## config.mk

```make
export PLATFORM = sky130hd
export DESIGN_NAME = avd_cordic_cell
export DESIGN_NICKNAME = d
export VERILOG_FILES = /design/src/hw/rtl/avd_pkg.sv /design/src/hw/rtl/avd_cordic_cell.sv
export SDC_FILE = /design/constraint.sdc
export NUM_CORES = 1
export LEC_CHECK = 0
export ABC_AREA = 0
export BUFFER_PORTS_ARGS = -buffer_cell sky130_fd_sc_hd__buf_2
export CORE_MARGIN = 8
export CORE_UTILIZATION = 30
export CTS_BUF_LIST = sky130_fd_sc_hd__clkbuf_8 sky130_fd_sc_hd__clkbuf_16
export DETAILED_ROUTE_END_ITERATION = 6
export SKIP_CTS_REPAIR_TIMING = 1
export SYNTH_ARGS = -nofsm -noshare
export SYNTH_HDL_FRONTEND = slang
export SYNTH_SLANG_ARGS = --single-unit
```

## constraint.sdc

```tcl
create_clock -name clk -period 9.25 [get_ports clk]
set_input_delay 0.925 -clock clk [delete_from_list [all_inputs] [get_ports clk]]
set_output_delay 0.925 -clock clk [all_outputs]
set_load 0.05 [all_outputs]
```

## src/hw/rtl/avd_pkg.sv

```systemverilog
// Shared types, constants and the arctangent table for the airborne velocity decoder.
package avd_pkg;

  // Number of CORDIC micro-rotations; the table holds at most ATAN_LEN of them.
  localparam int CORDIC_STAGES = 16;
  localparam int ATAN_LEN      = 24;
  localparam int CORDIC_RUN    = (CORDIC_STAGES < ATAN_LEN) ? CORDIC_STAGES : ATAN_LEN;
  localparam int STAGE_W       = $clog2(ATAN_LEN);

  // Width of the rotation datapath (magnitudes stay below 2^30).
  localparam int CW = 32;

  // Velocity kinds on the result.
  localparam logic [1:0] KIND_GROUND   = 2'd0;
  localparam logic [1:0] KIND_AIR      = 2'd1;
  localparam logic [1:0] KIND_RESERVED = 2'd2;

  // Message subtypes.
  localparam logic [2:0] ST_GROUND_X1 = 3'd1;
  localparam logic [2:0] ST_GROUND_X4 = 3'd2;
  localparam logic [2:0] ST_AIR_X1    = 3'd3;
  localparam logic [2:0] ST_AIR_X4    = 3'd4;

  // CORDIC gain correction in Q30 and the half-turn binary angle.
  localparam logic [29:0] GAIN_Q30  = 30'd652032874;
  localparam logic [31:0] HALF_TURN = 32'h8000_0000;

  // Rounded arctangent of 2^-i, in units of 2^-32 turn.
  localparam logic [31:0] ATAN_TURN [ATAN_LEN] = '{
    32'd536870912, 32'd316933406, 32'd167458907, 32'd85004756, 32'd42667331,
    32'd21354465,  32'd10679838,  32'd5340245,   32'd2670163,  32'd1335087,
    32'd667544,    32'd333772,    32'd166886,    32'd83443,    32'd41722,
    32'd20861,     32'd10430,     32'd5215,      32'd2608,     32'd1304,
    32'd652,       32'd326,       32'd163,       32'd81
  };

  // Decoded fields that ride alongside the rotation.
  typedef struct packed {
    logic [1:0]  kind;
    logic        spd_ok;
    logic [12:0] spd;
    logic        hdg_ok;
    logic [15:0] hdg;
    logic        clb_ok;
    logic [15:0] clb;
    logic        use_cordic;
    logic        north_neg;
    logic        east_neg;
  } side_t;

  // One request as it moves down the cell chain.
  typedef struct packed {
    logic signed [CW-1:0] x;
    logic signed [CW-1:0] y;
    logic [31:0]          z;
    side_t                side;
  } rot_t;

endpackage

```

## src/hw/rtl/avd_cordic_cell.sv

```systemverilog
// One vectoring CORDIC micro-rotation with its own pipeline register.
module avd_cordic_cell
  import avd_pkg::*;
(
  input  logic               clk,
  input  logic               rst,
  input  logic [STAGE_W-1:0] idx,
  input  logic               in_valid,
  input  rot_t               in_data,
  output logic               in_ready,
  output logic               out_valid,
  output rot_t               out_data,
  input  logic               out_ready
);

  rot_t r_next;

  // rotate towards the x axis, accumulating the angle
  always_comb begin
    logic signed [CW-1:0] x;
    logic signed [CW-1:0] y;
    logic signed [CW-1:0] xs;
    logic signed [CW-1:0] ys;
    x  = in_data.x;
    y  = in_data.y;
    xs = x >>> idx;
    ys = y >>> idx;
    r_next = in_data;
    if (y > 0) begin
      r_next.x = x + ys;
      r_next.y = y - xs;
      r_next.z = in_data.z + ATAN_TURN[idx];
    end else begin
      r_next.x = x - ys;
      r_next.y = y + xs;
      r_next.z = in_data.z - ATAN_TURN[idx];
    end
  end

  assign in_ready = !out_valid || out_ready;

  always_ff @(posedge clk) begin
    if (rst) begin
      out_valid <= 1'b0;
    end else if (in_ready) begin
      out_valid <= in_valid;
    end
  end

  always_ff @(posedge clk) begin
    if (in_ready && in_valid) begin
      out_data <= r_next;
    end
  end

endmodule

```

## Word-level counts from Yosys, hierarchy flattened

Memory sizes are Yosys's and may differ from the RTL's.
Cells that the tools add are included.

| word-level totals | value |
|---|---|
| flip-flop bits (word level) | 150 |
| latch bits | 0 |
| memory bits (writable) | 0 |
| memory bits (read-only) | 1024 |
| input port bits | 158 |
| output and inout bits | 151 |
| word-level logic and storage cells | 32 |
| memories | 1 |

| operators by class | value |
|---|---|
| $add $sub $neg | 6 |
| multiply operators | 0 |
| divide/modulo/power cells | 0 |
| $lt $le $gt $ge | 2 |
| equal/unequal tests | 0 |
| shift-type cells | 2 |
| multiplexer cells | 3 |
| bitwise operators | 1 |
| reductions and logical operators | 3 |

Memory list:

| name | depth | bits a word | rd ports | clocked after Yosys merged registers in | write ports | RTL line | text |
|---|---|---|---|---|---|---|---|
| (name not given) | 32 | 32 | 1 | 0 | 0 | avd_cordic_cell.sv:36 | `r_next.z = in_data.z - ATAN_TURN[idx];` |

Operator list:

| kind | count |
|---|---|
| $add A32 B32 Y32 | 3 |
| $mux W96 | 1 |
| $sub A32 B32 Y32 | 3 |
| $mux W32 | 2 |
| $sshr A32 B5 Y32 | 2 |
| $gt A32 B1 Y1 const B | 1 |
| $ge A6 B6 Y1 const B | 1 |
| $not A5 Y6 | 1 |
| $logic_and A1 B1 Y1 | 1 |
| $logic_not A1 Y1 | 1 |
| $logic_or A1 B1 Y1 | 1 |

## Longest topological paths before layout

| logic depth | value |
|---|---|
| depth after elaboration | 6 |
| depth in mapped cells | 29 |

## Worst setup path before layout

Ideal clock, no wire load.

| timing path | value |
|---|---|
| path kind | in2reg |
| start point | in idx[1] |
| end point | reg out_data[84] in the netlist's numbering (data pin) |
| setup time | 0.265 ns |
| arrival time | 6.557 ns |
| data required time | 8.985 ns |
| slack | 2.428 ns |
| stages on the path | 29 |
| buffers on the path | 6 |
| cell sequence | buf_4 > buf_6 > inv_1 > buf_4 > buf_2 > buf_4 > ha_1 > clkbuf_1 > nand2b_1 > nor3b_1 > o21bai_1 > a2111oi_2 > nand2_1 > or3_1 > or2_1 > o31ai_4 > nor2_1 > a21oi_1 > ha_1 > a21oi_1 > nor2_1 > nor2_1 > o22ai_1 > o311ai_0 > a311oi_1 > o21ai_0 > nand2_1 > and4_1 > or3_1 |

RTL lines:

| what | RTL line | text |
|---|---|---|
| start: declaration | avd_cordic_cell.sv:7 | `input logic [STAGE_W-1:0] idx,` |
| end signal: assignment | avd_cordic_cell.sv:52 | `out_data <= r_next;` |
| end: declaration | avd_cordic_cell.sv:12 | `output rot_t out_data,` |

==> flow_metrics.py <==
metrics = {
    "outcome": {
        "run_status": "finished, final reports clean",
    },
    "global_route": {
        "grt_first_pass_wirelength_mm": 96.12,
        "grt_remaining_overflow": 0,
        "grt_use_total_pct": 19.57,
        "grt_pass1_vias": 15380,
        "antenna_violations_before_repair": 6,
        "pin_count_of_the_biggest_net_entering_global_routing": 74,
    },
    "drt": {
        "ant_nets": 0,
        "vias": 15570,
        "iteration_count_of_the_initial_detailed_routing_pass": 7,
        "detail_route.drc_violations": 0,
        "detail_route.wl_per_cell_um": 23.35,
        "finalWirelength_mm": 64.37,
        "first_iter_violations": 1238,
        "viasPerCell": 5.647,
    },
    "final_layout": {
        "layout.cells.most_common": "buf_2",
        "drive_gt1_share_pct": 25.24,
        "nets": 2264,
        "syn2layout_area_growth_pct": 15.60,
        "layout_common_cells": "305 x buf_2, 156 x a21oi_1, 149 x edfxtp_1, 145 x nand2_1, 131 x nor2_1",
        "number_of_filler_instances_in_the_final_layout": 5615,
    },
    "yosys": {
        "number_of_synthesized_flops_with_an_enable_pin": 149,
        "largest_family_of_logic_cells_by_synthesized_area": "compound AO/OA/AOI/OAI gates",
        "synthDominantAreaCellType": "edfxtp_1",
        "synth_seq_cells": 150,
        "netlist.area_leader.share_pct": 26.71,
        "most_used_dff_post_synth": "edfxtp_1",
        "synthCells": 1747,
        "post_synth_fa_ha_maj_area_fraction_pct": 8.650,
        "share_of_the_synthesized_area_in_compound_gates_ao_oa_aoi_oai_pct": 20.15,
        "ys_warn_count": 0,
        "synth.yosys.seq_area_share_pct": 26.83,
        "synthTopCellsByArea": "edfxtp_1 27%, mux4_2 9.3%, ha_1 8.3%, xnor2_1 5.1%, a21oi_1 4.7%",
        "synth.distinct_cells": 100,
        "ys_async_sr_fraction_pct": 0,
        "yosys.area_share.simple_pct": 14.39,
        "avgSynthCellArea_um2": 9.588,
        "synth_area_um2": 16750,
        "syn-num-nets": 2019,
        "synthXorXnorAreaFrac_pct": 8.052,
        "yosys-mux-area-fraction_pct": 17.09,
    },
    "critical_path": {
        "ff2ff_path_depth": 3,
        "worstReg2RegStart": "out_valid",
        "setup.reg_to_reg.worst_slack_ns": 7.28,
        "timing.critical_path.from_type": "input pin",
        "timing.setup.critical_path_class": "input pin to flip-flop",
        "r2r-end": "out_data[106]",
        "worst-endpoint-required_ns": 9.47,
        "end_kind": "flip-flop",
        "top_fanout_value_on_the_critical_path": 51,
        "critical_path_arrival_ns": 7.62,
    },
    "timing": {
        "final_min_period_over_clock_period_pct": 80.02,
        "period_minus_slack_ns": 7.402,
        "setup_viol_count_final": 0,
        "final.setup_skew_ns": 0.008618,
        "finalHoldWorstSlack_ns": 0.5496,
        "timing.max_slew.rel_slack_pct": 33.54,
        "grt_setup_unrepaired": "false",
        "clock.fmax_mhz": 135.1,
        "fin_setup_tns_ns": 0,
        "hold_viol": 0,
        "worst_pin_slew_ns": 0.9970,
        "maxSlewViolCount": 0,
    },
    "clock_tree": {
        "clock_sinks": 150,
        "clkSlewWorstSetupHoldPaths_ns": 0.07,
        "cts.htree.levels": 4,
        "ctsRootBufferMaster": "clkbuf_16",
        "clock_tree_from_tritoncts": "built",
        "cts_buffer_depth": 2,
        "insertion_delay_ns": 0.47,
        "numCtsBuffers": 17,
    },
    "floorplan": {
        "top_level_ports": 309,
        "dieHeight_um": 252.3,
        "design.core.area_um2": 55200,
        "floorplan.rows": 86,
        "initial_core_util_pct": 30.35,
        "die_x_extent_um": 252.3,
        "die-area_um2": 63660,
    },
    "hold_path": {
        "capture_endpoint_of_the_worst_hold_path": "out_valid",
        "min_delay_path_depth": 2,
        "worst_hold_path_type": "flip-flop to flip-flop",
        "hold_path.startpoint": "out_valid",
    },
    "power": {
        "cellLeakagePower_nw": 7.850,
        "cellPowerDensity_nw_per_um2": 176.7,
        "vdd.ir_drop.worst_v": 0.0001416,
    },
    "placement": {
        "io_buffer_count": 308,
        "gp_congestion": 0.9294,
        "dp.final_hpwl_mm": 50.02,
    },
    "run": {
        "max_cap_violation_count": 0,
    },
}
## worst max-delay path, cell delays in order
cell	delay (ns)
buf_4	0.55
clkinv_1	0.59
ha_1	0.62
nand2b_1	0.15
nor3b_1	0.31
o21bai_1	0.16
a2111oi_2	0.45
nand2_1	0.11
or3_1	0.41
or2_1	0.29
o31ai_4	0.34
nor2_1	0.07
a21oi_1	0.13
ha_1	0.31
a21oi_1	0.15
nor2_1	0.05
nor2_1	0.09
o22ai_1	0.10
o311ai_0	0.52
a311oi_1	0.28
o21ai_0	0.27
nand2_1	0.14
and4_1	0.22
or3_1	0.35
## per-stage QoR
step / util, % / worst slack (ns) / total power [mW] / area (um^2) / instances
2_1_floorplan: - / 2.428 / 2.255 / 16750 / 1747
3_3_place_gp: 34.00 / 1.494 / 2.682 / 18770 / 2721
3_5_place_dp: 34.00 / 1.399 / 2.695 / 18770 / 2721
4_1_cts: 35.06 / 1.885 / 3.452 / 19350 / 2753
5_1_grt: 35.07 / 1.213 / 3.612 / 19360 / 2754
6_report: 35.08 / 1.848 / 3.421 / 19360 / 2757
## layout make-up
class	instances	area, um^2	area share [%]
inverter	47	176.4	0.9110
antenna	4	10.01	0.05169
timing repair buffer	327	1704	8.800
clock inverter	15	163.9	0.8464
clock buffer	17	425.4	2.197
tap	748	935.9	4.833
sequential	150	4494	23.21
multi-input combinational	1449	11450	59.15
## kinds of logic after synthesis
logic type / count (synthesis)
DFF: 150
buffers and inverters: 148
AOI/OAI and AO/OA: 514
muxes: 178
and+or+nand+nor: 489
adders and majority gates: 114
xor gates and xnor gates: 154
## per-layer routing
layer | vias to the layer above | wire length, um | share of wire (%) | track usage, %
li1 | 7213 | - | - | -
met1 | 7604 | 26030 | 40 | 23.73
met2 | 633 | 31610 | 49 | 33.37
met3 | 116 | 4357 | 6.8 | 4.369
met4 | 4 | 2356 | 3.7 | 7.886
met5 | - | 23 | 0.036 | 0
## how the worst max path moves through the flow
stage,start,to,slack [ns],depth (start not counted)
after floorplan,idx[1],out_data[84],2.43,29
after global placement,idx[0],out_data[84],1.49,24
after detailed placement,idx[0],out_data[84],1.40,24
after CTS,idx[0],out_data[84],1.88,24
after global routing,idx[0],out_data[84],1.21,24
final,idx[0],out_data[84],1.85,24
## synth_stat cells, types with 19 or more instances
master / count
ha_1: 111
a21oi_1: 156
nor2b_1: 22
buf_4: 23
nor2_1: 133
nand2_1: 145
mux2_2: 33
nand2b_1: 24
o21a_1: 19
a21o_1: 40
nor3_1: 27
and3_1: 21
clkbuf_1: 36
o22ai_1: 27
nand3_1: 24
o21ai_0: 85
edfxtp_1: 149
mux4_2: 69
xnor2_1: 97
mux2i_1: 62
inv_1: 44
a31oi_1: 29
xor2_1: 57
## sequential cells by signal, indices dropped and copies added, names as in the netlist
signal and cells:
out_valid 1, out_data 149
## where the power goes
group | switching [mW] | internal, mW | leakage (nW)
clock | 0.330 | 0.402 | 0.285
sequential | 0.0256 | 0.913 | 1.45
combinational | 1.17 | 0.577 | 6.12
Note: power is estimated with default switching activity, not from simulation.
