<file path="src/hw/rtl/avd_pkg.sv">
// Shared types, constants and the arctangent table for the airborne velocity decoder.
package avd_pkg;

  // Number of CORDIC micro-rotations; the table holds at most ATAN_LEN of them.
  localparam int CORDIC_STAGES = 16;
  localparam int ATAN_LEN      = 24;
  localparam int CORDIC_RUN    = (CORDIC_STAGES < ATAN_LEN) ? CORDIC_STAGES : ATAN_LEN;
  localparam int STAGE_W       = $clog2(ATAN_LEN);

  // Width of the rotation datapath (magnitudes stay below 2^30).
  localparam int CW = 32;

  // Velocity kinds on the result.
  localparam logic [1:0] KIND_GROUND   = 2'd0;
  localparam logic [1:0] KIND_AIR      = 2'd1;
  localparam logic [1:0] KIND_RESERVED = 2'd2;

  // Message subtypes.
  localparam logic [2:0] ST_GROUND_X1 = 3'd1;
  localparam logic [2:0] ST_GROUND_X4 = 3'd2;
  localparam logic [2:0] ST_AIR_X1    = 3'd3;
  localparam logic [2:0] ST_AIR_X4    = 3'd4;

  // CORDIC gain correction in Q30 and the half-turn binary angle.
  localparam logic [29:0] GAIN_Q30  = 30'd652032874;
  localparam logic [31:0] HALF_TURN = 32'h8000_0000;

  // Rounded arctangent of 2^-i, in units of 2^-32 turn.
  localparam logic [31:0] ATAN_TURN [ATAN_LEN] = '{
    32'd536870912, 32'd316933406, 32'd167458907, 32'd85004756, 32'd42667331,
    32'd21354465,  32'd10679838,  32'd5340245,   32'd2670163,  32'd1335087,
    32'd667544,    32'd333772,    32'd166886,    32'd83443,    32'd41722,
    32'd20861,     32'd10430,     32'd5215,      32'd2608,     32'd1304,
    32'd652,       32'd326,       32'd163,       32'd81
  };

  // Decoded fields that ride alongside the rotation.
  typedef struct packed {
    logic [1:0]  kind;
    logic        spd_ok;
    logic [12:0] spd;
    logic        hdg_ok;
    logic [15:0] hdg;
    logic        clb_ok;
    logic [15:0] clb;
    logic        use_cordic;
    logic        north_neg;
    logic        east_neg;
  } side_t;

  // One request as it moves down the cell chain.
  typedef struct packed {
    logic signed [CW-1:0] x;
    logic signed [CW-1:0] y;
    logic [31:0]          z;
    side_t                side;
  } rot_t;

endpackage

</file>
<file path="src/hw/rtl/avd_decode.sv">
// Input stage: field extraction, vertical rate, airspeed and CORDIC start vector.
module avd_decode
  import avd_pkg::*;
(
  input  logic        clk,
  input  logic        rst,
  input  logic        in_valid,
  input  logic [55:0] message_field,
  output logic        in_ready,
  output logic        out_valid,
  output rot_t        out_data,
  input  logic        out_ready
);

  rot_t d_next;

  always_comb begin
    logic [2:0]  st;
    logic [8:0]  vr;
    logic [9:0]  f_hi;
    logic [9:0]  f_lo;
    logic [9:0]  hi_m1;
    logic [9:0]  lo_m1;
    logic [14:0] clb_mag;
    logic [11:0] emag;
    logic [11:0] nmag;
    logic        ground;
    logic        air;
    st      = message_field[50:48];
    vr      = message_field[18:10];
    f_hi    = message_field[41:32];
    f_lo    = message_field[30:21];
    hi_m1   = f_hi - 10'd1;
    lo_m1   = f_lo - 10'd1;
    clb_mag = {vr - 9'd1, 6'b0};
    ground  = (st == ST_GROUND_X1) || (st == ST_GROUND_X4);
    air     = (st == ST_AIR_X1) || (st == ST_AIR_X4);
    emag    = (st == ST_GROUND_X4) ? {hi_m1, 2'b0} : {2'b0, hi_m1};
    nmag    = (st == ST_GROUND_X4) ? {lo_m1, 2'b0} : {2'b0, lo_m1};

    d_next   = '0;
    d_next.x = {4'b0, nmag, 16'b0};
    d_next.y = {4'b0, emag, 16'b0};

    // vertical rate, decoded for every subtype
    if (vr != 9'd0) begin
      d_next.side.clb_ok = 1'b1;
      d_next.side.clb    = message_field[19] ? 16'd0 - {1'b0, clb_mag} : {1'b0, clb_mag};
    end

    d_next.side.kind = KIND_RESERVED;
    if (ground) begin
      d_next.side.kind = KIND_GROUND;
      if (f_hi != 10'd0 && f_lo != 10'd0) begin
        d_next.side.spd_ok     = 1'b1;
        d_next.side.use_cordic = (emag != 12'd0) || (nmag != 12'd0);
        d_next.side.hdg_ok     = d_next.side.use_cordic;
        d_next.side.north_neg  = message_field[31] && (nmag != 12'd0);
        d_next.side.east_neg   = message_field[42] && (emag != 12'd0);
      end
    end else if (air) begin
      d_next.side.kind = KIND_AIR;
      if (f_lo != 10'd0) begin
        d_next.side.spd_ok = 1'b1;
        d_next.side.spd    = (st == ST_AIR_X4) ? {1'b0, lo_m1, 2'b0} : {3'b0, lo_m1};
      end
      if (message_field[42]) begin
        d_next.side.hdg_ok = 1'b1;
        d_next.side.hdg    = {f_hi, 6'b0};
      end
    end
  end

  assign in_ready = !out_valid || out_ready;

  // hold the request until the first cell takes it
  always_ff @(posedge clk) begin
    if (rst) begin
      out_valid <= 1'b0;
    end else if (in_ready) begin
      out_valid <= in_valid;
    end
  end

  always_ff @(posedge clk) begin
    if (in_ready && in_valid) begin
      out_data <= d_next;
    end
  end

endmodule

</file>
<file path="config.mk">
export PLATFORM = sky130hd
export DESIGN_NAME = avd_decode
export DESIGN_NICKNAME = d
export VERILOG_FILES = /design/src/hw/rtl/avd_pkg.sv /design/src/hw/rtl/avd_decode.sv
export SDC_FILE = /design/constraint.sdc
export NUM_CORES = 1
export LEC_CHECK = 0
export ABC_CLOCK_PERIOD_IN_PS = 3160
export BUFFER_PORTS_ARGS = -buffer_cell sky130_fd_sc_hd__buf_4
export CORE_MARGIN = 8
export CORE_UTILIZATION = 48
export DETAILED_ROUTE_END_ITERATION = 7
export GPL_TIMING_DRIVEN = 0
export PLACE_DENSITY = 0.81
export SLEW_MARGIN = 15
export SYNTH_ARGS = -nofsm -noshare
export SYNTH_HDL_FRONTEND = slang
export SYNTH_SLANG_ARGS = --single-unit
export TNS_END_PERCENT = 10
</file>
<file path="constraint.sdc">
create_clock -name clk -period 3.16 [get_ports clk]
set_input_delay 0.316 -clock clk [delete_from_list [all_inputs] [get_ports clk]]
set_output_delay 0.316 -clock clk [all_outputs]
set_load 0.005 [all_outputs]
</file>
Word-level counts from Yosys, hierarchy flattened
Index checks and enable logic that the tools add are counted.

storage, ports and cells
  word-level logic and storage cells = 62
  register bits = 78
  bits of input ports = 60

operators by class
  equal/unequal tests = 4
  bitwise logic cells = 4
  reductions and logical operators = 21
  $add $sub $neg = 4
  muxes and demuxes = 12

operators by type and width
  kind                     count
  $mux W12                 3
  $mux W17                 2
  $mux W33                 1
  $reduce_bool A12 Y1      2
  $reduce_bool A10 Y1      2
  $sub A10 B1 Y10 const B  2
  $mux W16                 1
  $sub A1 B15 Y16 const A  1
  $mux W14                 1
  $reduce_bool A9 Y1       1
  $sub A9 B1 Y9 const B    1
  $reduce_or A4 Y1         2
  $eq A3 B2 Y1 const B     2
  $reduce_or A3 Y1         2
  $logic_and A1 B1 Y1      4
  $logic_or A1 B1 Y1       4
  $mux W1                  4
  $not A1 Y1               4
  $reduce_and A2 Y1        2
  $eq A3 B1 Y1 const B     1
  $eq A3 B3 Y1 const B     1
  $reduce_or A2 Y1         1
  $logic_not A1 Y1         1

Depth between registers and ports, before layout
Gate-level depths: netlist of the first run.

  depth after elaboration = 6
  mapped depth = 9

Least setup slack after synthesis of the first run
OpenSTA, ideal clock, no wires.

  kind = input port to flip-flop
  start = in out_ready
  end = reg out_data[0] in the netlist's numbering (enable)
  data arrival time = 1.988 ns
  slack = 0.743 ns
  buffers on the path = 0
  cell stages on the path = 2
  required time = 2.731 ns
  cells stage by stage = nand2b_1 -> and2_1

on the way
  longest elaborated chain between the ends = 2

ends and longest elaborated chain
  item                  RTL line          text
  from (decl)           avd_decode.sv:12  input logic out_ready
  $logic_or A1 B1 Y1    avd_decode.sv:74  assign in_ready = !out_valid || out_ready;
  $logic_and A1 B1 Y1   avd_decode.sv:86  if (in_ready && in_valid) begin
  to (signal assigned)  avd_decode.sv:87  out_data <= d_next;
  to (decl)             avd_decode.sv:11  output rot_t out_data,

No other way between the ends.
A chain may end at the register's enable or synchronous reset.

Final worst setup path of the first run
  start = in message_field[21]
  end = reg out_data[46] in the netlist's numbering, data pin

on the way
  longest elaborated chain between the ends = 3
  elaborated cells between the ends (all ways) = 5

ends and longest elaborated chain
  item                                                                     RTL line         text
  from (decl)                                                              avd_decode.sv:8  input logic [55:0] message_field,
  parallel branches: the longest is 3 deep, another holds $sub A10 B1 Y10  --

Parallel ways; which one is timed is not known.

==> results of run 1 <==
routing by layer:
metal | vias to the layer above | track usage | part of all wire
met4 | 0 | 0.08723 | 0.016
met2 | 157 | 0.3121 | 0.50
met5 | - | 0 | 0
li1 | 1881 | - | -
met1 | 1732 | 0.2120 | 0.40
met3 | 18 | 0.06388 | 0.079
cells in the mapped netlist, drive strengths merged (4+ instances only):
cell type	number
mux2i	4
clkbuf	20
a21oi	23
a211oi	8
or4	4
nor3	15
inv	11
edfxtp	64
o211ai	10
buf	93
and2	6
xor2	7
nand2b	9
nor2	56
nor2b	4
nor4	6
and3	11
nand2	22
o31ai	4
ha	5
or3	6
nand3b	4
nand3	13
o21ai	16
xnor2	14
sequential cells by signal, indices dropped and copies added, names as in the netlist:
| name | cells |
|---|---|
| out_data | 64 |
| out_valid | 1 |
stage by stage:
stage / worst slack [ps] / hold slack (ps) / util
2_1_floorplan: 743.2 / 385.1 / -
5_1_grt: 431.0 / 114.3 / 0.6388
3_3_place_gp: 232.0 / 470.8 / 0.6167
6_report: 652.5 / 122.6 / 0.6388
4_1_cts: 688.6 / 110.0 / 0.6388
3_5_place_dp: 321.1 / 487.1 / 0.6171
critical path: stages:
cell,delay [ps]
sky130_fd_sc_hd__clkbuf_1,170
sky130_fd_sc_hd__inv_1,90
sky130_fd_sc_hd__ha_1,230
sky130_fd_sc_hd__nor2b_1,310
sky130_fd_sc_hd__nand2_1,210
sky130_fd_sc_hd__nor4_2,630
sky130_fd_sc_hd__nand2b_1,190
sky130_fd_sc_hd__clkbuf_1,330
sky130_fd_sc_hd__a211oi_1,100
area by class of cell:
class                   instances  area share
repair buffers                 95      0.1220
plain buffers                 113      0.1295
clock inverters                 7     0.01284
well taps                     111     0.02375
multi-input cells             367      0.3516
clock buffers                   9     0.02119
inverters                      11    0.007062
flip-flops and latches         65      0.3321
how the worst max path moves through the flow:
| stage | endpoint | slack, ps | depth (start not counted) |
|---|---|---|---|
| after floorplan | out_data[0] | 740 | 2 |
| after global routing | out_data[41] | 430 | 9 |
| after global placement | out_data[30] | 230 | 3 |
| after CTS | out_data[46] | 690 | 9 |
| final | out_data[46] | 650 | 9 |
| after detailed placement | out_data[46] | 320 | 9 |
cell families (layout without fill, tap and decap cells):
kind of cell             Yosys count  after routing  share of synthesized area
AND/OR/NAND/NOR                  166            166                     0.1923
flip-flops                        65             65                     0.4338
multiplexers                       5              5                    0.01146
XOR/XNOR                          21             21                    0.04109
AO/OA/AOI/OAI                     85             85                     0.1283
other                              1             85                  0.0008377
adder cells (fa/ha/maj)            5              5                    0.01397
buffers and inverters            124            235                     0.1783
report_power, final:
part | switching, uW | total, uW | internal [uW] | leakage, uW
clock network | 359 | 730 | 371 | 0.000104
registers | 18.2 | 1040 | 1020 | 0.000634
logic | 253 | 493 | 241 | 0.00191
==> out/metrics.cfg, run 1 <==
[routing]
ant_nets = 0
routed_wl_um = 12080
via_per_inst = 4.869
firstDrtPassIters = 4
route.detailed.wl_per_inst_um = 15.52
post-route-drc-count = 0
drt_iter0_drc = 177
vias = 3788

[cts]
clock_root_buffer = sky130_fd_sc_hd__clkbuf_8
tritoncts_clock_tree = yes
post_cts_hold_fix_bufs = 0
post_cts_clock_slew_at_the_launch_and_capture_registers_of_the_worst_setup_and_hold_paths_ps = 80
worstSkewPairLatency_ps = 350
ctsHtreeMaxLevel = 3
clkSinkCount = 65
clockBufferDepth = 2
numCtsBuffers = 9
cts_resized = 0
post-cts-setup-buffers = 0

[floorplanning]
io_pins = 211
rows = 35
dieHeight_um = 112.6
die_x_um = 112.6
floorplan.initialDensity = 0.4891
fp.coreArea_mm2 = 0.009153
die_area_mm2 = 0.01267

[logic_synthesis]
yosys-top-cells-area = sky130_fd_sc_hd__edfxtp_1 (43%), sky130_fd_sc_hd__buf_4 (14%), sky130_fd_sc_hd__nor2_1 (4.7%)
ys_flop_type = sky130_fd_sc_hd__edfxtp_1
syn-instance-count = 472
netlist.area_leader.share = 0.4293
netlist.top_cell.by_area = sky130_fd_sc_hd__edfxtp_1
async_flop_share = 0
count_of_flip_flops_with_a_built_in_enable_after_synthesis = 64
syn-mean-instance-area_um2 = 9.485
synth_cell_type_count = 64
postSynthRegisterBits = 65
seq_area_frac_synth = 0.4338
synth-warning-count = 0
syn_area_mm2 = 0.004477

[global_routing]
grt_pass1_wl_um = 19450
grt_pass1_vias = 3976
grt_max_degree = 65
grt_util_all_layers = 0.1875
grt_antenna_before_repair = 0
grt-ovfl-total = 0

[sta]
report.final.setup_viol = 0
clock-skew-final_ps = 12.53
finalHoldViolations = 0
post-route-min-period_ps = 2507
final.period_utilization = 0.7935
drv_slew = 0
setup_total_neg_slack_ps = 0
worst_margin_pin_slew_ps = 916.2
fmaxAchievable_ghz = 0.3988
slew_headroom = 0.3877
grt_setup_unrepaired = no

[worst_setup_path]
r2r_end = out_data[31]
cp-end-kind = flip-flop
criticalPathCategory = input port to flip-flop
ff2ff_path_depth = 2
setup.worst_path.start_class = input port
timing.critical_path.required_ps = 3240
worst_setup_path_start = message_field[21]
timing.critical_path.arrival_ps = 2580
worst_r2r_startpoint = out_valid
worstPathMaxFanout = 8
timing.reg2reg.setup_slack_ps = 1610

[cells_and_area]
numnets_final = 727
num-fill-cells = 757
multi_input_logic_area_mm2 = 0.002056
antenna_cells_inserted = 0
final_design_area_no_fill_mm2 = 0.005847
layout-area-overhead-vs-synth_pct = 30.60
mostFrequentLayoutCell = sky130_fd_sc_hd__buf_4
post_layout_nonfiller_instances = 778
mostFrequentLayoutCells = sky130_fd_sc_hd__buf_4 (180), sky130_fd_sc_hd__conb_1 (85), sky130_fd_sc_hd__edfxtp_1 (64)
final_layout_size_suffix_gt1_frac = 0.3193
area.sequential_mm2 = 0.001942

[worst_hold_path]
source_of_the_worst_hold_timing_path = rst
hold_end = out_valid
timing.hold.worst_path_depth = 2
worst_hold_path_type = input port to flip-flop

[run]
cap_viol_max_count = 0

[place]
port_buffers = 95
dpl.hpwl_um = 9501
gp_congestion = 0.8432
placed_area_mm2 = 0.005648
dp.cells = 762

[outcome]
status = finished clean

[power_and_ir_drop]
irDropWorstVdd_mv = 0.1601
powerDensity_mw_per_mm2 = 387.3
finalPower_uw = 2264
total_leakage_power_uw = 0.002652

(Power assumes the default switching activity.)
==> run 2: changes to the inputs <==
- ABC_CLOCK_PERIOD_IN_PS: 3160 -> 2040
- CORE_UTILIZATION: 48 -> 43
- PLACE_DENSITY: 0.81 -> 0.77
- clock period: 3.16 -> 2.04 ns (I/O delays scaled with it)
==> out/metrics.cfg, run 2 (same netlist as run 1, synthesis figures left out) <==
[outcome]
violated_checks = negative setup slack
status = complete, but fails checks  ; was finished clean

[sta]
drv_slew = 0  ; unchanged
report.final.setup_viol = 2  ; was 0
setup_ws_ps = -33.80  ; was 652.5 ps
hold_ws_ps = 101.0  ; was 122.6 ps
slew_headroom = 0.4628  ; was 0.3877
finalHoldViolations = 0  ; unchanged
grt_setup_unrepaired = yes  ; was no
post-route-min-period_ps = 2074
worst_margin_pin_slew_ps = 805.8  ; was 916.2 ps
final.period_utilization = 1.017
fmaxAchievable_ghz = 0.4822
clock-skew-final_ps = 11.50  ; was 12.53 ps

[cts]
post_cts_clock_slew_at_the_launch_and_capture_registers_of_the_worst_setup_and_hold_paths_ps = 80  ; about the same
tritoncts_clock_tree = yes  ; unchanged
numCtsBuffers = 9  ; unchanged
clkSinkCount = 65  ; unchanged
worstSkewPairLatency_ps = 340  ; was 350 ps
clockBufferDepth = 2  ; unchanged
ctsHtreeMaxLevel = 3  ; unchanged
clock_root_buffer = sky130_fd_sc_hd__clkbuf_8  ; unchanged

[global_routing]
grt_pass1_vias = 3834  ; was 3976
grt_antenna_before_repair = 0  ; unchanged
grt_util_all_layers = 0.1673  ; was 0.1875
grt_max_degree = 65  ; unchanged
grt_pass1_wl_um = 19020  ; was 19450 um
grt-ovfl-total = 0  ; unchanged

[worst_hold_path]
timing.hold.worst_path_depth = 3  ; was 2
hold_end = out_valid  ; unchanged
worst_hold_path_type = input port to flip-flop  ; unchanged
source_of_the_worst_hold_timing_path = in_valid  ; was rst

[worst_setup_path]
setup.worst_path.start_class = input port  ; unchanged
r2r_end = out_data[19]  ; was out_data[31]
worstPathMaxFanout = 7  ; was 8
cp-end-kind = flip-flop  ; unchanged
timing.critical_path.arrival_ps = 2150  ; was 2580 ps
criticalPathCategory = input port to flip-flop  ; unchanged
worst_r2r_startpoint = out_valid  ; unchanged
ff2ff_path_depth = 2  ; unchanged
timing.critical_path.required_ps = 2120  ; was 3240 ps
timing.reg2reg.setup_slack_ps = 510  ; was 1610 ps

[place]
gp_congestion = 0.8495  ; was 0.8432
dpl.hpwl_um = 9333  ; was 9501 um
placed_area_mm2 = 0.005679  ; was 0.005648 mm^2
port_buffers = 95  ; unchanged

[cells_and_area]
final_design_area_no_fill_mm2 = 0.006107  ; was 0.005847 mm^2
largest_register_ff_count = 64  ; unchanged
layout-area-overhead-vs-synth_pct = 36.42  ; was 30.60%
final_layout_size_suffix_gt1_frac = 0.3457  ; was 0.3193
largest_register = out_data  ; unchanged
mostFrequentLayoutCells = sky130_fd_sc_hd__buf_4 (186), sky130_fd_sc_hd__conb_1 (85), sky130_fd_sc_hd__edfxtp_1 (64)  ; was sky130_fd_sc_hd__buf_4 (180), sky130_fd_sc_hd__conb_1 (85), sky130_fd_sc_hd__edfxtp_1 (64)
numnets_final = 734  ; was 727
antenna_cells_inserted = 0  ; unchanged
mostFrequentLayoutCell = sky130_fd_sc_hd__buf_4  ; unchanged
top_regs = out_data: 64 flops, out_valid: 1 flops  ; unchanged

[routing]
routed_wl_um = 12130  ; was 12080 um
route.detailed.wl_per_inst_um = 14.98  ; was 15.52 um
drt_iter0_drc = 203  ; was 177
via_per_inst = 4.793  ; was 4.869
firstDrtPassIters = 5  ; was 4
vias = 3882  ; was 3788
ant_nets = 0  ; unchanged
post-route-drc-count = 0  ; unchanged

[floorplanning]
dieHeight_um = 118.0  ; was 112.6 um
rows = 37  ; was 35
die_x_um = 118.0  ; was 112.6 um
fp.coreArea_mm2 = 0.01023  ; was 0.009153 mm^2
io_pins = 211  ; unchanged
floorplan.initialDensity = 0.4376  ; was 0.4891
die_area_mm2 = 0.01393  ; was 0.01267 mm^2

[power_and_ir_drop]
irDropWorstVdd_mv = 0.3465  ; was 0.1601 mV
share_comb_of_total_power = 0.212  ; was 0.218
total_leakage_power_uw = 0.002741  ; was 0.002652 uW
power_report.internal_total_uw = 2790  ; was 1635 uW
clock_power_share = 0.357  ; was 0.322
powerDensity_mw_per_mm2 = 612.9  ; was 387.3 mW/mm^2
switching_share = 0.2547  ; was 0.2781
finalPower_uw = 3743  ; was 2264 uW
net-switching-power_uw = 953.2  ; was 629.6 uW
seq_power_share = 0.430  ; was 0.460

[run]
cap_viol_max_count = 0  ; unchanged

==> run 2: cell types whose count changed in the layout (fill, tap and decap cells not counted), moves of 2 or more <==
| cell | previous run | this run |
|---|---|---|
| sky130_fd_sc_hd__inv_1 | 11 | 9 |
| sky130_fd_sc_hd__inv_6 | 3 | 0 |
| sky130_fd_sc_hd__clkbuf_1 | 20 | 17 |
| sky130_fd_sc_hd__nor3_2 | 0 | 2 |
| sky130_fd_sc_hd__buf_4 | 180 | 186 |
| sky130_fd_sc_hd__buf_12 | 0 | 2 |
| sky130_fd_sc_hd__bufinv_16 | 1 | 3 |
| sky130_fd_sc_hd__nor3_1 | 15 | 13 |
| sky130_fd_sc_hd__clkbuf_2 | 0 | 2 |
| sky130_fd_sc_hd__clkinv_2 | 2 | 0 |
==> run 2: final cells by class <==
class,instances,area (um^2)
sequential,65,1942
multi-input combinational,367,2136
fill,892,4124
buffer,112,759.5
clock buffer,9,123.9
tap,136,170.2
inverter,11,56.30
timing repair buffer,103,800.8
clock inverter,7,118.9
==> run 2: power groups by stage <==
stage	Clock, uW	Sequential [uW]	Combinational [uW]
2_1_floorplan	0	1650	442
3_3_place_gp	0	1640	737
3_5_place_dp	0	1640	747
4_1_cts	1360	1610	771
5_1_grt	1400	1620	881
6_report	1340	1610	795
==> run 2: critical path: stages <==
cell	delay (ps)
sky130_fd_sc_hd__buf_12	120
sky130_fd_sc_hd__clkinv_8	40
sky130_fd_sc_hd__ha_4	140
sky130_fd_sc_hd__or3b_4	400
sky130_fd_sc_hd__o41ai_4	290
sky130_fd_sc_hd__o41ai_2	140
sky130_fd_sc_hd__or3b_4	400
sky130_fd_sc_hd__nor4_4	300
sky130_fd_sc_hd__a21oi_1	110
==> run 2: per-stage QoR <==
stage	setup WS (ps)	TNS, ps	util	instances
after global placement	-801.0	-12080	0.5548	787
after global routing	-122.3	-295.5	0.5969	810
final	-33.80	-67.21	0.5969	810
after CTS	-25.79	-50.28	0.5906	808
after detailed placement	-800.3	-11920	0.5551	787
after floorplan	-226.1	-1204	-	556
==> run 2: worst max path at each step <==
stage                       from      endpoint  slack (ps)  depth (start not counted)
2_1_floorplan  message_field[32]   out_data[2]        -230                          8
3_3_place_gp   message_field[21]  out_data[46]        -800                          9
3_5_place_dp   message_field[21]  out_data[46]        -800                          9
4_1_cts        message_field[33]   out_data[2]         -30                          9
5_1_grt        message_field[32]  out_data[36]        -120                          9
6_report       message_field[32]  out_data[36]         -30                          9
==> run 2: layer usage <==
layer / wire [um] / track usage / up-vias
met4: 223 / 0.04404 / 0
met2: 5863 / 0.2858 / 185
li1: - / - / 1903
met3: 1232 / 0.07722 / 18
met1: 4813 / 0.1835 / 1776
met5: 0 / 0 / -
==> run 2: repair_timing <==
action                     4_1_cts  5_1_grt
setup endpoints to repair       12       16
pin swaps                        6        7
buffers inserted                 5        2
hold endpoints to repair         1        0
resized for setup               18       14
hold buffers                     1        0
