[config.mk]
export PLATFORM = sky130hd
export DESIGN_NAME = avd_finish
export DESIGN_NICKNAME = d
export VERILOG_FILES = /design/src/hw/rtl/avd_pkg.sv /design/src/hw/rtl/avd_finish.sv
export SDC_FILE = /design/constraint.sdc
export NUM_CORES = 1
export LEC_CHECK = 0
export BUFFER_PORTS_ARGS = -buffer_cell sky130_fd_sc_hd__buf_2
export CAP_MARGIN = 15
export CORE_AREA = 5 5 217 219
export DETAILED_ROUTE_END_ITERATION = 10
export DIE_AREA = 0 0 222 224
export MAX_ROUTING_LAYER = met4
export PLACE_DENSITY = 0.69
export SYNTH_ARGS = -nofsm -noshare
export SYNTH_HDL_FRONTEND = slang
export SYNTH_SLANG_ARGS = --single-unit
[constraint.sdc]
create_clock -name clk -period 9.9 [get_ports clk]
set_input_delay 1.98 -clock clk [delete_from_list [all_inputs] [get_ports clk]]
set_output_delay 1.98 -clock clk [all_outputs]
set_load 0.005 [all_outputs]
[src/hw/rtl/avd_pkg.sv]
// Shared types, constants and the arctangent table for the airborne velocity decoder.
package avd_pkg;

  // Number of CORDIC micro-rotations; the table holds at most ATAN_LEN of them.
  localparam int CORDIC_STAGES = 16;
  localparam int ATAN_LEN      = 24;
  localparam int CORDIC_RUN    = (CORDIC_STAGES < ATAN_LEN) ? CORDIC_STAGES : ATAN_LEN;
  localparam int STAGE_W       = $clog2(ATAN_LEN);

  // Width of the rotation datapath (magnitudes stay below 2^30).
  localparam int CW = 32;

  // Velocity kinds on the result.
  localparam logic [1:0] KIND_GROUND   = 2'd0;
  localparam logic [1:0] KIND_AIR      = 2'd1;
  localparam logic [1:0] KIND_RESERVED = 2'd2;

  // Message subtypes.
  localparam logic [2:0] ST_GROUND_X1 = 3'd1;
  localparam logic [2:0] ST_GROUND_X4 = 3'd2;
  localparam logic [2:0] ST_AIR_X1    = 3'd3;
  localparam logic [2:0] ST_AIR_X4    = 3'd4;

  // CORDIC gain correction in Q30 and the half-turn binary angle.
  localparam logic [29:0] GAIN_Q30  = 30'd652032874;
  localparam logic [31:0] HALF_TURN = 32'h8000_0000;

  // Rounded arctangent of 2^-i, in units of 2^-32 turn.
  localparam logic [31:0] ATAN_TURN [ATAN_LEN] = '{
    32'd536870912, 32'd316933406, 32'd167458907, 32'd85004756, 32'd42667331,
    32'd21354465,  32'd10679838,  32'd5340245,   32'd2670163,  32'd1335087,
    32'd667544,    32'd333772,    32'd166886,    32'd83443,    32'd41722,
    32'd20861,     32'd10430,     32'd5215,      32'd2608,     32'd1304,
    32'd652,       32'd326,       32'd163,       32'd81
  };

  // Decoded fields that ride alongside the rotation.
  typedef struct packed {
    logic [1:0]  kind;
    logic        spd_ok;
    logic [12:0] spd;
    logic        hdg_ok;
    logic [15:0] hdg;
    logic        clb_ok;
    logic [15:0] clb;
    logic        use_cordic;
    logic        north_neg;
    logic        east_neg;
  } side_t;

  // One request as it moves down the cell chain.
  typedef struct packed {
    logic signed [CW-1:0] x;
    logic signed [CW-1:0] y;
    logic [31:0]          z;
    side_t                side;
  } rot_t;

endpackage

[src/hw/rtl/avd_finish.sv]
// Gain correction, quadrant fold, rounding and the output register.
module avd_finish
  import avd_pkg::*;
(
  input  logic        clk,
  input  logic        rst,
  input  logic        in_valid,
  input  rot_t        in_data,
  output logic        in_ready,
  output logic        out_valid,
  output logic [1:0]  velocity_kind,
  output logic        speed_valid,
  output logic [12:0] speed_knots,
  output logic        heading_valid,
  output logic [15:0] heading_angle,
  output logic        climb_valid,
  output logic signed [15:0] climb_rate_fpm,
  input  logic        out_ready
);

  // multiply stage
  logic        mul_valid;
  logic        mul_ready;
  logic [60:0] prod;
  logic [15:0] cdc_hdg;
  side_t       mul_side;
  logic [60:0] prod_next;
  logic [15:0] cdc_hdg_next;
  logic [31:0] ang;
  logic [60:0] rounded;

  assign prod_next = {30'b0, in_data.x[30:0]} * {31'b0, GAIN_Q30};

  // fold the first-quadrant angle into the full turn
  always_comb begin
    unique case ({in_data.side.north_neg, in_data.side.east_neg})
      2'b00:   ang = in_data.z;
      2'b01:   ang = 32'd0 - in_data.z;
      2'b10:   ang = HALF_TURN - in_data.z;
      default: ang = HALF_TURN + in_data.z;
    endcase
    cdc_hdg_next = ang[31:16] + {15'b0, ang[15]};
  end

  assign in_ready  = !mul_valid || mul_ready;
  assign mul_ready = !out_valid || out_ready;

  always_ff @(posedge clk) begin
    if (rst) begin
      mul_valid <= 1'b0;
    end else if (in_ready) begin
      mul_valid <= in_valid;
    end
  end

  always_ff @(posedge clk) begin
    if (in_ready && in_valid) begin
      prod     <= prod_next;
      cdc_hdg  <= cdc_hdg_next;
      mul_side <= in_data.side;
    end
  end

  // round the corrected magnitude to whole knots
  assign rounded = prod + (61'd1 <<< 45);

  always_ff @(posedge clk) begin
    if (rst) begin
      out_valid <= 1'b0;
    end else if (mul_ready) begin
      out_valid <= mul_valid;
    end
  end

  // load the result register when it is empty or being taken
  always_ff @(posedge clk) begin
    if (mul_ready && mul_valid) begin
      velocity_kind  <= mul_side.kind;
      speed_valid    <= mul_side.spd_ok;
      speed_knots    <= mul_side.use_cordic ? rounded[58:46] : mul_side.spd;
      heading_valid  <= mul_side.hdg_ok;
      heading_angle  <= mul_side.use_cordic ? cdc_hdg : mul_side.hdg;
      climb_valid    <= mul_side.clb_ok;
      climb_rate_fpm <= mul_side.clb;
    end
  end

endmodule

Word level (Yosys, flattened, before mapping)
Index checks and enable logic that the tools add are counted.

Flip-flop bits (word level): 177. Input bits: 153. Output and inout bits: 52.

Add/subtract/negate cells: 5. Multipliers: 1. Equality and inequality tests: 2. Mux-type cells: 3. Reduce and logical (&&, ||, !) cells: 7.

Operator list (count): one-hot mux 32 bit (3 select lines) (1); adder 59 x 46 -> 59 bit (second input constant) (1); multiplier 31 x 29 -> 58 bit (second input constant) (1); adder 32 bit (first input constant) (1); subtractor 1 x 32 -> 32 bit (first input constant) (1); subtractor 32 bit (first input constant) (1); adder 16 x 1 -> 16 bit (1); 2-to-1 mux 16 bit (1); 2-to-1 mux 13 bit (1); equality test 2 x 1 -> 1 bit (second input constant) (1); equality test 2 bit (second input constant) (1); logical AND 1 bit (2); zero test 1 bit (2); zero test 2 bit (1); logical OR 1 bit (2).

Depth between registers and ports, before layout
Gate-level depths: netlist of the first run.

Depth after elaboration: 4. Mapped depth: 24.

Worst setup path after synthesis of the first run
Ideal clock, no wire load.

Kind: in2reg. Start point: input port in_data[125] in the netlist's numbering. End point: register prod[56] (data pin). Setup time: 0.272 ns. Arrival: 8.329 ns. Slack: 1.299 ns. Cell stages on the path: 24. Cell sequence: inv_1 fa_1 fa_1 inv_1 fa_1 inv_1 fa_1 inv_1 fa_1 fa_1 fa_1 inv_1 fa_1 inv_1 ha_1 a21oi_1 o21ai_0 o21ai_0 o311ai_0 a21bo_2 o21ai_1 nand3_1 and3_1 or4_1.

Longest elaborated chain between the ends: 1.

Ends and longest elaborated chain: from (decl) (RTL line avd_finish.sv:8) `input rot_t in_data,`; multiplier 31 x 29 -> 58 bit (RTL line avd_finish.sv:32) `assign prod_next = {30'b0, in_data.x[30:0]} * {31'b0, GAIN_Q30};`; named net prod_next[56] (RTL line avd_finish.sv:27) `logic [60:0] prod_next;`; to (signal assigned) (RTL line avd_finish.sv:58) `prod <= prod_next;`; to (decl) (RTL line avd_finish.sv:24) `logic [60:0] prod;`.

The timed path passes the listed nets, and every way through them passes these cells. A chain may end at the register's enable or synchronous reset.

Final worst setup path of the first run
Same ends and word-level chain as after synthesis.

==> run_results.csv, run 1 <==
group,metric,value,unit
critical_path,path_class,"primary input to flop",
floorplanning,die_y,224,um
clock_tree,postCtsSetupRepairBufs,0,
critical_path,end_kind,"flop",
route,drtIter0Drc,725,
synth,post_synth_num_cell_types,64,
flow_run,maxCapViolations,0,
synth,syn_area,22300,um^2
critical_path,rrSetupSlack,7.87,ns
clock_tree,cts.sinks,133,
hold_path,hp-class,"flop to flop",
critical_path,cp_top_family,"adder cells",
sta,worst_slew_pin_slew,0.899,ns
clock_tree,clockRootBuffer,"clkbuf_16",
place,place.gp.congestion,0.975,
clock_tree,tritoncts,"built",
synth,yosys.area_share.xor_xnor,0.0165,
synth,yosys_warnings,0,
synth,synth_flop_cell,"edfxtp_1",
sta,max-slew-margin-rel,0.400,
place,io_buffers,171,
floorplanning,core_area,44900,um^2
sta,timing.hold.ws,0.418,ns
sta,finalSetupViolations,0,
floorplanning,rows,78,
sta,fin_crit_sh,0.915,
sta,hold_viol_final,0,
global_routing,grt_pass1_wl,87.2,mm
global_routing,grt_use_total,0.232,
critical_path,start_kind,"primary input",
clock_tree,path_clk_slew,0.06,ns
clock_tree,postCtsHoldBufs,0,
global_routing,grt_max_degree,56,
hold_path,hold_start,"mul_side[17]",
finish,final_nets,3113,
synth,yosys.cell_count.top_type,"inv_1",
critical_path,ff2ff_path_depth,4,
synth,synth-edff-count,131,
floorplanning,die_width,222,um
synth,ys_seq_elements,133,
sta,final.setup.tns,0,ns
critical_path,worst_path_max_delay_cell,"fa_1",
clock_tree,htreeDepth,4,
clock_tree,cts_buffer_depth,2,
hold_path,hold-path-endpoint,"climb_rate_fpm[14]",
route,antenna_left,0,
route,dr.pass1.iters,7,
finish,drive_gt1_frac,0.112,
critical_path,worstPathMaxFanout,6,
critical_path,required,10.06,ns
synth,async_reset_ff_frac,0,
floorplanning,num_io_pins,205,
sta,rsz0062_at_grt,"false",
synth,synthesis.area_per_instance,11.1,um^2
synth,synth_top_area_frac,0.396,
route,wl_per_cell,19.3,um
sta,fmax,0.110,GHz
sta,final_max_slew_viol_count,0,
critical_path,cp_common_cell,"fa_1",
clock_tree,cts_buffers,17,
global_routing,overflow,0,
floorplanning,start_util,0.496,
synth,seq_area_frac_synth,0.179,
place,post-dp-hpwl,47.9,mm
synth,syn-instance-count,1996,
critical_path,rr_startpoint,"out_valid",
synth,synthAdderAreaFrac,0.590,
route,drc,0,
hold_path,min_delay_path_depth,0,
synth,synth_common_cells,"616 x inv_1, 440 x fa_1, 345 x ha_1",
clock_tree,clock_latency,0.42,ns
clock_tree,ctsResizeCount,0,
sta,clock_skew,0.0113,ns
synth,synth_top_family_by_area,"adder cells",
synth,synth_area_leaders,"fa_1 40%, ha_1 19%, edfxtp_1 18%",
route,avgViaCountPerCell,5.17,
finish,area_growth,9.63,%
route,vias,14400,
global_routing,antenna_found_initial,0,
synth,yosys.area_share.simple,0.0501,
global_routing,grt_pass1_vias,16100,
synth,synth.mux.area_fraction,0.00950,
critical_path,critPathMaxStageDelay,0.55,ns
critical_path,r2r-end,"mul_side[48]",
critical_path,crit_buf_inv,8,
run_status,status,"finished, final reports clean",
synth,synth.largest_area_cell,"fa_1",
finish,diodes,0,
synth,synth_compound_area_frac,0.0480,
sta,min_period,9.06,ns
critical_path,critPathLaunch,"in_data[125]",
synth,synth_nets,2934,
floorplanning,dieArea,49700,um^2
critical_path,cp.arrival,9.22,ns
route,wirelength,53.7,mm
[stage by stage]
stage	instance area [um^2]	setup WS, ns	instances	util
final	24400	0.839	2788	0.543
after global routing	24400	0.457	2788	0.543
after CTS	24400	0.746	2788	0.543
after detailed placement	23900	0.340	2756	0.531
after global placement	23900	0.418	2756	0.531
after floorplan	22300	1.30	1996	-
[routing by layer]
| metal | share of wire | track usage | up-vias | wire [um] |
|---|---|---|---|---|
| met3 | 0.042 | 0.0339 | 57 | 2280 |
| met2 | 0.53 | 0.404 | 301 | 28300 |
| li1 | - | - | 6632 | - |
| met5 | 0 | - | - | 0 |
| met4 | 0.015 | 0.0384 | 0 | 830 |
| met1 | 0.42 | 0.297 | 7425 | 22300 |
[placed cells by master, fill, tap and decap left out, types with 5 or more instances in the layout]
cell       netlist  final
fa_1           440    440
buf_2            1    171
ha_1           345    345
nand4_1         13     13
o21ai_0         43     43
or2_2            7      7
nor4_1           8      8
xnor2_1         25     25
a21oi_1         54     54
nor2b_1          6      5
a211oi_1         8      8
xor2_1          17     17
edfxtp_1       131    131
buf_4            0      9
nor2_1          49     49
a31oi_1          8      8
inv_1          616    616
nand3_1         25     25
nor3_1          18     18
clkbuf_16        0     17
a21o_1          16     16
nand2b_1         6      6
nand2_1         43     43
mux2_2          17     17
and3_1          12     12
[flip-flops by register name, indices dropped and copies added (netlist names), 2 cells and up]
name	flops
mul_side	51
cdc_hdg	16
climb_rate_fpm	16
heading_angle	16
prod	14
speed_knots	13
velocity_kind	2
[kinds of logic after synthesis]
family                     after synthesis
xor gates and xnor gates                42
muxes                                   19
DFF                                    133
buffers and inverters                  636
AOI/OAI and AO/OA                      171
adders and majority gates              785
and+or+nand+nor                        210
[worst max-delay path by stage]
stage,slack [ns],cells past startpoint,to
global route,0.46,25,prod[56]
global placement,0.42,25,prod[56]
floorplan,1.30,24,prod[56]
CTS,0.75,25,prod[56]
detailed placement,0.34,25,prod[56]
finish,0.84,25,prod[56]
[layout make-up]
cell class                      count  area (um^2)
Sequential cell                   133         3970
Clock inverter                     14          105
Multi-Input combinational cell   1227        15900
Inverter                          616         2310
Timing Repair Buffer              180          923
Fill cell                        3954        20500
Clock buffer                       18          429
Tap cell                          600          751
Power of run 1 is not shown: default switching activity piles up to over one toggle a cycle in this logic, so the estimate is an artifact.
==> run 2: changes to the inputs <==
- RECOVER_POWER: unset -> 25
==> run 2 against run 1 <==
Effect of this change: core utilization is essentially flat; wire length is essentially flat; sequential share of layout area is essentially flat; critical endpoint unchanged; first-iteration DRC count is the same.
==> run_results.csv, run 2 (same netlist as run 1, synthesis figures left out) <==
group,metric,value,unit
clock_tree,postCtsHoldBufs,0,
clock_tree,path_clk_slew,0.06,ns
clock_tree,htreeDepth,4,
critical_path,path_class,"primary input to flop",
place,post-dp-hpwl,47.9,mm
critical_path,endpoint,"prod[56]",
global_routing,grt_pass1_vias,16100,
finish,mostFrequentLayoutCells,"616 x inv_1, 440 x fa_1, 345 x ha_1, 171 x buf_2, 131 x edfxtp_1",
route,wirelength,53.7,mm
floorplanning,core_area,44900,um^2
sta,hold_viol_final,0,
finish,final_nets,3113,
global_routing,grt_max_degree,56,
critical_path,cp.arrival,9.22,ns
sta,final_max_slew_viol_count,0,
place,io_buffers,171,
floorplanning,start_util,0.496,
global_routing,antenna_found_initial,0,
finish,stdcell_count,2788,
finish,seq_area,3970,um^2
finish,top_register,"mul_side",
sta,fmax,0.110,GHz
route,vias,14400,
finish,largest_register_ffs,51,
clock_tree,cts_buffers,17,
run_status,status,"finished, final reports clean",
sta,final.setup.tns,0,ns
sta,worst_slew_pin_slew,1.01,ns
critical_path,critPathMaxStageDelay,0.55,ns
critical_path,cp_top_family,"adder cells",
route,dr.pass1.iters,7,
sta,finalSetupViolations,0,
floorplanning,die_y,224,um
sta,rsz0062_at_grt,"false",
finish,drive_gt1_frac,0.111,
route,avgViaCountPerCell,5.17,
sta,max-slew-margin-rel,0.330,
critical_path,ff2ff_path_depth,2,
clock_tree,clockRootBuffer,"clkbuf_16",
critical_path,cp_common_cell,"fa_1",
route,antenna_left,0,
critical_path,cp.depth,25,
floorplanning,rows,78,
critical_path,rrSetupSlack,7.52,ns
critical_path,worstPathMaxFanout,6,
floorplanning,num_io_pins,205,
place,placedInstanceArea,23900,um^2
critical_path,required,10.06,ns
sta,fin_crit_sh,0.915,
critical_path,end_kind,"flop",
place,place.gp.congestion,0.975,
flow_run,maxCapViolations,0,
global_routing,grt_use_total,0.232,
route,wl_per_cell,19.3,um
clock_tree,cts_buffer_depth,2,
sta,clock_skew,0.0113,ns
finish,multi_input_area,15900,um^2
finish,diodes,0,
route,drc,0,
floorplanning,die_width,222,um
global_routing,overflow,0,
clock_tree,clock_latency,0.42,ns
finish,final_cell_area,24400,um^2
finish,area_growth,9.61,%
global_routing,grt_pass1_wl,87.2,mm
critical_path,rr_startpoint,"mul_side[2]",
critical_path,critPathLaunch,"in_data[125]",
critical_path,start_kind,"primary input",
sta,min_period,9.06,ns
finish,fill_cells,3956,
critical_path,worst_path_max_delay_cell,"fa_1",
clock_tree,ctsResizeCount,0,
place,dp_cells,2756,
route,drtIter0Drc,725,
clock_tree,tritoncts,"built",
hold_path,hp-class,"flop to flop",
floorplanning,dieArea,49700,um^2
clock_tree,postCtsSetupRepairBufs,0,
critical_path,r2r-end,"speed_knots[0]",
critical_path,crit_buf_inv,8,
clock_tree,cts.sinks,133,
finish,mostFrequentLayoutCell,"inv_1",
-- run 2: how the worst min path moves through the flow --
stage / from / end / depth (start not counted)
floorplan: mul_side[3] / climb_rate_fpm[0] / 0
global placement: mul_side[4] / climb_rate_fpm[1] / 0
detailed placement: mul_side[4] / climb_rate_fpm[1] / 0
CTS: mul_side[4] / climb_rate_fpm[1] / 0
global route: mul_side[11] / climb_rate_fpm[8] / 0
finish: mul_side[17] / climb_rate_fpm[14] / 0
-- run 2: cell type report --
cell class | instances | share of cell area
clock buffers | 18 | 0.0176
inverters | 616 | 0.0948
flip-flops and latches | 133 | 0.163
repair buffers | 180 | 0.0377
multi-input cells | 1227 | 0.652
clock inverters | 14 | 0.00431
well taps | 600 | 0.0308
-- run 2: routing by layer --
metal	up-vias	global-route usage	wire, um
met4	0	0.0384	830
met1	7424	0.297	22300
li1	6633	-	-
met2	292	0.404	28300
met5	-	-	0
met3	57	0.0339	2220
-- run 2: per-stage QoR --
step / worst slack, ns / util / hold slack, ns
after floorplan: 1.30 / - / 0.400
after global placement: 0.418 / 0.531 / 0.400
after detailed placement: 0.340 / 0.531 / 0.405
after CTS: 0.746 / 0.543 / 0.419
after global routing: 0.457 / 0.543 / 0.430
final: 0.839 / 0.543 / 0.418
Power of run 2 is left out for the same reason.
==> run 3: changes to the inputs <==
- ABC_AREA: unset -> 1
- CORE_AREA: 5 5 217 219 -> 5 5 225 227
- DIE_AREA: 0 0 222 224 -> 0 0 230 232
- PLACE_DENSITY: 0.69 -> 0.68
==> run 3 against run 2 <==
Effect of this change: the flow now finishes with violations (max-capacitance violations, max-slew violations); clock-buffer cell count decreased by 1; hold slack got worse by 0.0022 ns; first-iteration DRC count rose by 13%; maximum frequency up 8.0%; synthesized cell count is 23% higher; via count rose by 15%; critical path depth decreased by 2.
==> run_results.csv, run 3 <==
group,metric,value,unit
finish,diodes,0,
global_routing,grt.met3_usage,0.0536,
synth,synth_area_leaders,"fa_1 37%, ha_1 18%, edfxtp_1 17%",
critical_path,worstPathMaxFanout,6,
clock_tree,cts_buffers,17,
synth,ys_seq_elements,133,
finish,top_register,"mul_side",
critical_path,critPathLaunch,"in_data[125]",
place,place.gp.congestion,0.998,
finish,largest_register_ffs,51,
sta,min_period,8.39,ns
route,wl_per_cell,18.6,um
floorplanning,die_width,230,um
global_routing,met2_usage,0.384,
route,dr.pass1.iters,5,
sta,rsz0062_at_grt,"false",
synth,synth-edff-count,131,
sta,fmax,0.119,GHz
clock_tree,clockRootBuffer,"clkbuf_16",
synth,yosys.cell_count.top_type,"inv_1",
route,wirelength,61.0,mm
flow_run,maxCapViolations,1,
clock_tree,clock_latency,0.42,ns
critical_path,end_kind,"flop",
critical_path,cp.depth,23,
critical_path,cp_common_cell,"fa_1",
finish,final_nets,3587,
sta,final_max_slew_viol_count,51,
clock_tree,ctsResizeCount,0,
critical_path,path_cells,"buf_2, inv_1, fa_1, fa_1, inv_1, fa_1, inv_1, fa_1, inv_1, fa_1, fa_1, fa_1, inv_1, fa_1, inv_1, ha_1, nand2_1, inv_1, nand2_1, nor4_1, nand3_1, nand4_1, nand2_1",
finish,drive_gt1_frac,0.0992,
global_routing,grtUsageMet1,0.329,
clock_tree,postCtsHoldBufs,0,
clock_tree,htreeDepth,4,
synth,async_reset_ff_frac,0,
clock_tree,tritoncts,"built",
run_status,violations,"max-capacitance violations, max-slew violations",
critical_path,ff2ff_path_depth,3,
floorplanning,num_io_pins,205,
sta,fin_crit_sh,0.847,
route,antenna_left,0,
floorplanning,rows,81,
sta,max-slew-margin-rel,-0.881,
synth,yosys_warnings,0,
run_status,status,"finished, violations left",
critical_path,required,10.05,ns
place,post-dp-hpwl,54.4,mm
global_routing,grt_pass1_vias,18100,
critical_path,r2r-end,"heading_angle[11]",
synth,synth_top_area_frac,0.370,
global_routing,grt_max_degree,82,
critical_path,critPathMaxStageDelay,0.55,ns
finish,mostFrequentLayoutCell,"inv_1",
sta,finalSetupViolations,0,
synth,synth.largest_area_cell,"fa_1",
finish,seq_area,3970,um^2
critical_path,worst_path_max_delay_cell,"fa_1",
floorplanning,die_y,232,um
synth,synth_common_cells,"719 x inv_1, 440 x fa_1, 345 x ha_1",
floorplanning,start_util,0.492,
clock_tree,path_clk_slew,0.06,ns
global_routing,overflow,0,
synth,post_synth_num_cell_types,42,
critical_path,path_class,"primary input to flop",
sta,worst_slew_pin_slew,2.82,ns
critical_path,cp.arrival,8.54,ns
hold_path,hold_start,"mul_side[51]",
global_routing,antenna_found_initial,0,
critical_path,rrSetupSlack,6.92,ns
synth,seq_area_frac_synth,0.167,
synth,synthesis.area_per_instance,9.67,um^2
place,io_buffers,171,
floorplanning,core_area,48400,um^2
finish,mostFrequentLayoutCells,"718 x inv_1, 440 x fa_1, 345 x ha_1, 322 x nand2_1, 169 x buf_2",
sta,final.setup.tns,0,ns
synth,syn-instance-count,2465,
route,vias,16600,
route,drtIter0Drc,820,
global_routing,grt.busiest_layer,"met2",
global_routing,grt_use_total,0.242,
clock_tree,postCtsSetupRepairBufs,0,
sta,clock_skew,0.00921,ns
critical_path,cp_top_family,"adder cells",
global_routing,grt_pass1_wl,97.9,mm
critical_path,start_kind,"primary input",
finish,fill_cells,4434,
route,avgViaCountPerCell,5.06,
hold_path,hp-class,"flop to flop",
critical_path,endpoint,"prod[49]",
sta,hold_viol_final,0,
floorplanning,dieArea,53400,um^2
critical_path,crit_buf_inv,8,
synth,synth_nets,3403,
route,drc,0,
finish,multi_input_area,17100,um^2
synth,syn_area,23800,um^2
critical_path,rr_startpoint,"mul_valid",
synth,synth_flop_cell,"edfxtp_1",
clock_tree,cts_buffer_depth,2,
clock_tree,cts.sinks,133,
finish,area_growth,9.30,%
==> run 3: cell count changes after synthesis, sizes merged, moves of 8 or more <==
cell,delta
a211oi,-8
a21oi,+23
and3,-11
clkbuf,-12
inv,+106
mux2,-17
nand2,+294
nand3,+41
nor2,+109
o21ai,+16
xnor2,-16
==> run 3: logic make-up (layout without fill, tap and decap cells) <==
logic type               count (synthesis)  count (layout)  synth area share
buffers and inverters                  731             928             0.115
AND/OR/NAND/NOR                        606             606             0.114
flip-flops                             133             133             0.167
XOR/XNOR                                30              30            0.0110
AO/OA/AOI/OAI                          180             180            0.0418
adder cells (fa/ha/maj)                785             785             0.551
==> run 3: worst min-delay path by stage <==
stage | slack (ns) | to | cells after the start
floorplan | 0.40 | climb_rate_fpm[0] | 0
detailed placement | 0.40 | velocity_kind[0] | 0
global placement | 0.40 | climb_rate_fpm[15] | 0
CTS | 0.42 | velocity_kind[1] | 0
global route | 0.43 | climb_rate_fpm[5] | 0
finish | 0.42 | velocity_kind[0] | 0
==> run 3: metal layers <==
metal  wire [um]  up-vias
met3        4300       81
met1       27100     8179
met2       28400      464
li1            -     7900
met5           0        -
met4        1290        0
==> run 3: through the flow <==
step                hold slack [ns]  instance area [um^2]  cells   util  setup WS [ns]
floorplan                     0.400                 23800   2465      -           2.06
global placement              0.401                 25500   3252  0.525           1.26
detailed placement            0.405                 25500   3252  0.525           1.18
CTS                           0.417                 26100   3284  0.538           1.58
global route                  0.425                 26000   3284  0.538           1.22
finish                        0.416                 26000   3284  0.538           1.51
==> run 3: cell type report <==
| class | instances | share of cell area |
|---|---|---|
| inverter | 723 | 0.104 |
| multi-input combinational | 1601 | 0.657 |
| clock buffer | 17 | 0.0163 |
| sequential | 133 | 0.153 |
| clock inverter | 15 | 0.00658 |
| tap | 622 | 0.0299 |
| timing repair buffer | 173 | 0.0332 |
Power of run 3 is left out for the same reason.
